File: config.mk
export PLATFORM = sky130hd
export DESIGN_NAME = rsde_exec
export DESIGN_NICKNAME = d
export VERILOG_FILES = /design/src/rtl/risc_subset_decode_execute_top_defines.svh /design/src/rtl/rsde_pkg.sv /design/src/rtl/rsde_exec.sv
export SDC_FILE = /design/constraint.sdc
export NUM_CORES = 2
export LEC_CHECK = 0
export ABC_AREA = 1
export BUFFER_PORTS_ARGS = -buffer_cell sky130_fd_sc_hd__buf_2
export CORE_ASPECT_RATIO = 0.6
export CORE_MARGIN = 2
export CORE_UTILIZATION = 45
export DETAILED_ROUTE_END_ITERATION = 8
export GPL_TIMING_DRIVEN = 0
export SKIP_LAST_GASP = 1
export SYNTH_ARGS = -nofsm -noshare
export SYNTH_HDL_FRONTEND = slang
export SYNTH_SLANG_ARGS = --single-unit
File: constraint.sdc
create_clock -name vclk -period 10.8
set_input_delay 0 -clock vclk [all_inputs]
set_output_delay 0 -clock vclk [all_outputs]
set_load 0.02 [all_outputs]
File: src/rtl/risc_subset_decode_execute_top_defines.svh
// Assertion helpers for the decode/execute block
`ifndef RISC_SUBSET_DECODE_EXECUTE_TOP_DEFINES_SVH
`define RISC_SUBSET_DECODE_EXECUTE_TOP_DEFINES_SVH

// Same-cycle implication, checked outside reset
`define RSDE_ASSERT_SAME(label, ante, cons) \
   label: assert property (@(posedge clock) disable iff (reset) (ante) |-> (cons)) \
      else $error("rsde check failed");

// Next-cycle implication, checked outside reset
`define RSDE_ASSERT_NEXT(label, ante, cons) \
   label: assert property (@(posedge clock) disable iff (reset) (ante) |=> (cons)) \
      else $error("rsde check failed");

`endif

File: src/rtl/rsde_pkg.sv
package rsde_pkg;

   localparam int DATA_WORDS = 256;
   localparam int DS_AW      = (DATA_WORDS > 1) ? $clog2(DATA_WORDS) : 1;
   localparam int PC_W       = 26;
   localparam int RF_AW      = 5;
   localparam int CSR_AW     = 3;

   localparam logic [31:0]     BASE_RESET = 32'h0000_0080;
   localparam logic [PC_W-1:0] CODE_BASE  = 26'd32;

   // Command codes
   localparam logic CMD_EXECUTE = 1'b0;
   localparam logic CMD_PRELOAD = 1'b1;

   // Categories (bits 31..29)
   localparam logic [2:0] CAT_CTRL = 3'b000;
   localparam logic [2:0] CAT_REG  = 3'b110;
   localparam logic [2:0] CAT_IMM  = 3'b111;

   // Control opcodes (bits 28..26)
   localparam logic [2:0] OP_J     = 3'd0;
   localparam logic [2:0] OP_BEQ   = 3'd2;
   localparam logic [2:0] OP_BGTZ  = 3'd4;
   localparam logic [2:0] OP_BREAK = 3'd5;
   localparam logic [2:0] OP_SW    = 3'd6;
   localparam logic [2:0] OP_LW    = 3'd7;

   // Register and immediate opcodes (bits 18..16)
   localparam logic [2:0] OP_ADD = 3'd0;
   localparam logic [2:0] OP_SUB = 3'd1;
   localparam logic [2:0] OP_MUL = 3'd2;
   localparam logic [2:0] OP_AND = 3'd3;
   localparam logic [2:0] OP_OR  = 3'd4;
   localparam logic [2:0] OP_XOR = 3'd5;
   localparam logic [2:0] OP_NOR = 3'd6;
   localparam logic [2:0] OP_ADDI = 3'd0;
   localparam logic [2:0] OP_ANDI = 3'd1;
   localparam logic [2:0] OP_ORI  = 3'd2;
   localparam logic [2:0] OP_XORI = 3'd3;

   // Register indexes of the CSR port
   localparam logic [CSR_AW-1:0] CSR_DATA_BASE = 3'd0;

   typedef enum logic [1:0] {
      ST_OK      = 2'd0,
      ST_UNKNOWN = 2'd1,
      ST_RANGE   = 2'd2
   } status_type;

   // Outcome of the execute stage
   typedef struct packed {
      logic [PC_W-1:0]  next_pc;
      logic             halt;
      logic             upd_pc;
      logic             wrote;
      logic [RF_AW-1:0] widx;
      logic [31:0]      value;
      logic             is_load;
      status_type       status;
      logic             ds_we;
      logic             ds_re;
      logic [DS_AW-1:0] ds_idx;
      logic [31:0]      ds_wdata;
   } exec_res_type;

endpackage

File: src/rtl/rsde_exec.sv
module rsde_exec
   import rsde_pkg::*;
(
   input  logic            command,
   input  logic [31:0]     instr,
   input  logic [7:0]      preload_index,
   input  logic [31:0]     preload_value,
   input  logic [31:0]     opa,
   input  logic [31:0]     opb,
   input  logic [PC_W-1:0] pc,
   input  logic            halt,
   input  logic [31:0]     base,
   output exec_res_type    res
);

   logic [31:0]     addr;
   logic [PC_W-1:0] branch_pc;
   logic            in_range;
   logic            pre_in_range;

   assign addr         = opa + {16'd0, instr[15:0]} - base;
   assign branch_pc    = pc + 26'd1 + {{10{instr[15]}}, instr[15:0]};
   assign in_range     = ({2'b00, addr[31:2]} < 32'(DATA_WORDS));
   assign pre_in_range = ({24'd0, preload_index} < 32'(DATA_WORDS));

   // Decode and execute one item
   always_comb begin
      res         = '0;
      res.next_pc = pc;
      res.halt    = halt;
      res.status  = ST_OK;
      if (command == CMD_PRELOAD) begin
         if (pre_in_range) begin
            res.ds_we    = 1'b1;
            res.ds_idx   = DS_AW'(preload_index);
            res.ds_wdata = preload_value;
         end else begin
            res.status = ST_RANGE;
         end
      end else if (!halt) begin
         res.upd_pc  = 1'b1;
         res.next_pc = pc + 26'd1;
         case (instr[31:29])
            CAT_CTRL: begin
               case (instr[28:26])
                  OP_J: res.next_pc = instr[25:0] - CODE_BASE;
                  OP_BEQ: begin
                     if (opa == opb) res.next_pc = branch_pc;
                  end
                  OP_BGTZ: begin
                     if (!opa[31] && opa != 32'd0) res.next_pc = branch_pc;
                  end
                  OP_BREAK: res.halt = 1'b1;
                  OP_SW, OP_LW: begin
                     if (!in_range) begin
                        res.status = ST_RANGE;
                     end else if (instr[28:26] == OP_SW) begin
                        res.ds_we    = 1'b1;
                        res.ds_idx   = DS_AW'(addr[31:2]);
                        res.ds_wdata = opb;
                     end else begin
                        res.ds_re   = 1'b1;
                        res.ds_idx  = DS_AW'(addr[31:2]);
                        res.is_load = 1'b1;
                        res.wrote   = 1'b1;
                        res.widx    = instr[20:16];
                     end
                  end
                  default: res.status = ST_UNKNOWN;
               endcase
            end
            CAT_REG: begin
               res.wrote = 1'b1;
               res.widx  = instr[15:11];
               case (instr[18:16])
                  OP_ADD: res.value = opa + opb;
                  OP_SUB: res.value = opa - opb;
                  OP_MUL: res.value = opa * opb;
                  OP_AND: res.value = opa & opb;
                  OP_OR:  res.value = opa | opb;
                  OP_XOR: res.value = opa ^ opb;
                  OP_NOR: res.value = ~(opa | opb);
                  default: begin
                     res.wrote  = 1'b0;
                     res.widx   = '0;
                     res.status = ST_UNKNOWN;
                  end
               endcase
            end
            CAT_IMM: begin
               res.wrote = 1'b1;
               res.widx  = instr[28:24];
               case (instr[18:16])
                  OP_ADDI: res.value = opb + {24'd0, instr[7:0]};
                  OP_ANDI: res.value = opb & {24'd0, instr[7:0]};
                  OP_ORI:  res.value = opb | {24'd0, instr[7:0]};
                  OP_XORI: res.value = opb ^ {24'd0, instr[7:0]};
                  default: begin
                     res.wrote  = 1'b0;
                     res.widx   = '0;
                     res.status = ST_UNKNOWN;
                  end
               endcase
            end
            default: res.status = ST_UNKNOWN;
         endcase
      end
   end

endmodule

# Word level (Yosys, flattened, before mapping)
# Cells that the tools add are included.
totals:
  ff_bits: 0
  out_inout_bits: 111
  wordCells: 74
op_classes:
  add_sub_neg: 8
  mul: 1
  magnitude_cmp: 1
  eq_ne: 14
  n_mux: 33
  bitwise: 7
  reduce_logical: 10
ops:
  columns: ["operator", "count"]
  rows:
  - ["32-bit case mux with 7 select lines", 1]
  - ["32-bit case mux with 4 select lines", 1]
  - ["42-bit two-way mux", 3]
  - ["111-bit two-way mux", 1]
  - ["26-bit case mux with 3 select lines", 1]
  - ["67-bit two-way mux", 1]
  - ["32-bit case mux with 2 select lines", 1]
  - ["32-bit subtractor", 2]
  - ["26-bit two-way mux", 2]
  - ["40-bit two-way mux", 1]
  - ["32-bit by 16-bit adder with 32-bit output", 1]
  - ["32-bit adder", 1]
  - ["32-bit by 8-bit adder with 32-bit output", 1]
  - ["32-bit bitwise AND", 1]
  - ["32-bit by 8-bit bitwise AND with 32-bit output", 1]
  - ["32-bit equality test", 1]
  - ["32-bit by 32-bit multiplier with 32-bit output", 1]
  - ["32-bit two-way mux", 1]
  - ["32-bit NOT", 1]
  - ["32-bit OR", 1]
  - ["32-bit by 8-bit OR with 32-bit output", 1]
  - ["32-bit nonzero test", 1]
  - ["32-bit XOR", 1]
  - ["32-bit by 8-bit XOR with 32-bit output", 1]
  - ["other kinds (21)", 46]

# Depth between registers and ports, before layout
logic_depth:
  depth_word: 8
  depth_mapped: 33

# Worst setup path after synthesis
# OpenSTA, ideal clock, no wires.
synth_timing:
  path_kind: "input port to output port"
  start: "in opa[12]"
  end: "out res[72] in the netlist's numbering"
  arrival_time_ps: 6566
  t_required_ps: 10800
  path_slack_ps: 4234
  cell_stages: 30
  path_buffers: 2
  cell_sequence: "clkbuf_1 -> clkbuf_1 -> nand2_1 -> inv_1 -> fa_1 -> fa_1 -> fa_1 -> inv_1 -> fa_1 -> inv_1 -> fa_1 -> inv_1 -> fa_1 -> inv_1 -> fa_1 -> fa_1 -> ha_1 -> nand2_1 -> nor2_1 -> nor3b_1 -> nand4_1 -> nand3_1 -> nand2_1 -> nand2_1 -> nand2_1 -> nand2_1 -> o21ai_0 -> o2111ai_1 -> nand2_1 -> a21oi_1"
synth_rtl:
  columns: ["item", "line", "source"]
  rows:
  - ["start: declaration", "rsde_exec.sv:8", "input logic [31:0] opa,"]
  - ["end: declaration", "rsde_exec.sv:13", "output exec_res_type res"]

==> impl_results.md <==
- Status: complete, but fails checks
- Failing checks: max-capacitance violations, max-slew violations
- GRT Resource Usage Total: 46.1%
- CP delay by family, top: adder cells
- Syn Nets: 5936
- Drt pass-1 iters: 7
- Number of global-route vias before repair: 33100
- Final setup vio count: 0
- Setup CP Type: in -> out
- Worst EP arrival: 10.40 ns
- Routability Congestion: 1.10
- WP buf/inv: 7
- Initial cell density of the core: 45.8%
- Largest stage delay, worst path: 1.25 ns
- Ys Warns: 0
- Die X: 345 um
- CP Launch Type: primary input
- Vias per cell: 5.81
- Fin. max-slew vios: 15
- Via Count: 36200
- CTS resizes: 0
- Layout net count: 6244
- DRT iter0 DRCs: 5518
- Mapped Avg Cell Area: 6.26 sq um
- Detailed Route WL: 170000 um
- RSZ-0062 raised after global routing: no
- Worst Setup End Kind: output pin
- Post-synthesis adder-cell area fraction: 39.6%
- Total core area: 68400 sq um
- Worst Max-Slew Pin Slew: 1.66 ns
- Fillers: 7380
- Cells after Synth: 5006
- Worst Path Max Fanout: 10
- Final Hold Fails: 0
- DR WL/cell: 27.2 um
- Max Cap Viol: 2
- Achievable Freq: 96.2 MHz
- Netlist cell types: 61
- Syn-to-layout area delta: 8.68%
- Final HPWL DP: 145000 um
- Share of cells above drive strength 1: 7.66%
- Most common cell in the netlist: nand2_1
- HP Class: in -> out
- Required @ worst endpoint: 10.80 ns
- Num sequential: 0
- Share of the synthesized area in the top cell type: 27.3%
- Synth Area in Compound Gates: 13.2%
- Slew HR: -10.8%
- I/O Pins: 307
- Synthesized area: 31300 sq um
- Die height: 208 um
- Share of the clock period used by the worst path after layout: 96.3%
- FP Rows: 74
- Largest net degree at the start of global routing: 17
- TNS Setup: 0 ns
- Final worst path period need: 10.40 ns
- First-pass GRT wire length: 236000 um
- Setup Buffers After CTS: 0
- Sequential-to-total area share from yosys stat: 0%
- Post-synth top cells: 1296 x nand2_1, 1183 x inv_1, 427 x fa_1
- Main combinational cell family by area after synthesis: adder cells
- Mux contribution to synthesized area: 0%
- Initial antenna violation count: 12
- Hold-fix buffers at CTS: 0
- ANT nets after route: 0
- DRC Markers: 0
- Simple-Gate Fraction of Synth Area: 27.9%
- Largest cells by area after synthesis: fa_1 27%, nand2_1 16%, inv_1 14%
- Clk_buf instances: 0
- Grt ovf: 0
- Storage element area: 0 sq um
- Critical-path top delay cell: clkbuf_1
- PortBufs: 304
- Area leader, netlist: fa_1
- Synthesized-area fraction occupied by xor and xnor cells: 2.37%
- Most frequent CP cell: fa_1
- Full die area: 71800 sq um
## area by class of cell
class	count	area, sq um	area share, %
multi-input combinational	3603	26000	76.4
timing repair buffer	306	1550	4.55
buffer	211	842	2.47
antenna	9	22.5	0.0662
inverter	1192	4470	13.1
tap	912	1140	3.35
## per-stage QoR
stage / instance area (sq um) / setup slack [ns] / hold slack [ns] / util [%] / cells
2_1_floorplan: 31300 / 4.23 / 0.175 / - / 5006
3_3_place_gp: 34000 / 1.06 / 0.315 / 49.7 / 6222
3_5_place_dp: 34000 / 1.13 / 0.317 / 49.7 / 6223
4_1_cts: 34000 / 1.08 / 0.319 / 49.7 / 6223
5_1_grt: 34000 / 0.435 / 0.343 / 49.7 / 6231
6_report: 34000 / 0.402 / 0.320 / 49.7 / 6233
## cells by family after synthesis
group                      count (synthesis)
and+or+nand+nor                         2080
buffers and inverters                   1403
adders and majority gates                734
AOI/OAI and AO/OA                        706
xor gates and xnor gates                  83
## metal layers
layer  part of all wire (%)  track usage (%)  up-vias
met5                   0.25             2.62        -
met4                    3.1             11.4        8
met3                     20             29.3      283
met2                     33             53.1     2820
met1                     43             67.9    17000
li1                       -                -    16000
## cell usage in the layout, fill, tap and decap left out, types with 21 or more instances in the layout
| master | instances |
|---|---|
| nand2_1 | 1296 |
| inv_1 | 1183 |
| fa_1 | 427 |
| buf_2 | 326 |
| ha_1 | 307 |
| nor2_1 | 298 |
| a21oi_1 | 273 |
| nand3_1 | 231 |
| o21ai_0 | 210 |
| clkbuf_1 | 153 |
| nand4_1 | 82 |
| nor3_1 | 69 |
| xor2_1 | 52 |
| a22oi_1 | 34 |
| buf_1 | 30 |
| xnor2_1 | 29 |
| a221oi_1 | 29 |
| or2_2 | 25 |
| o2111ai_1 | 22 |
| o22ai_1 | 21 |
## path summary, 6_finish.rpt
path,cells past startpoint,end,startpoint,slack [ns]
max,26,res[76],opb[13],0.40
min,4,res[14],preload_value[14],0.32
Power is not shown: default switching activity piles up to over one toggle a cycle in this logic, so the estimate is an artifact.
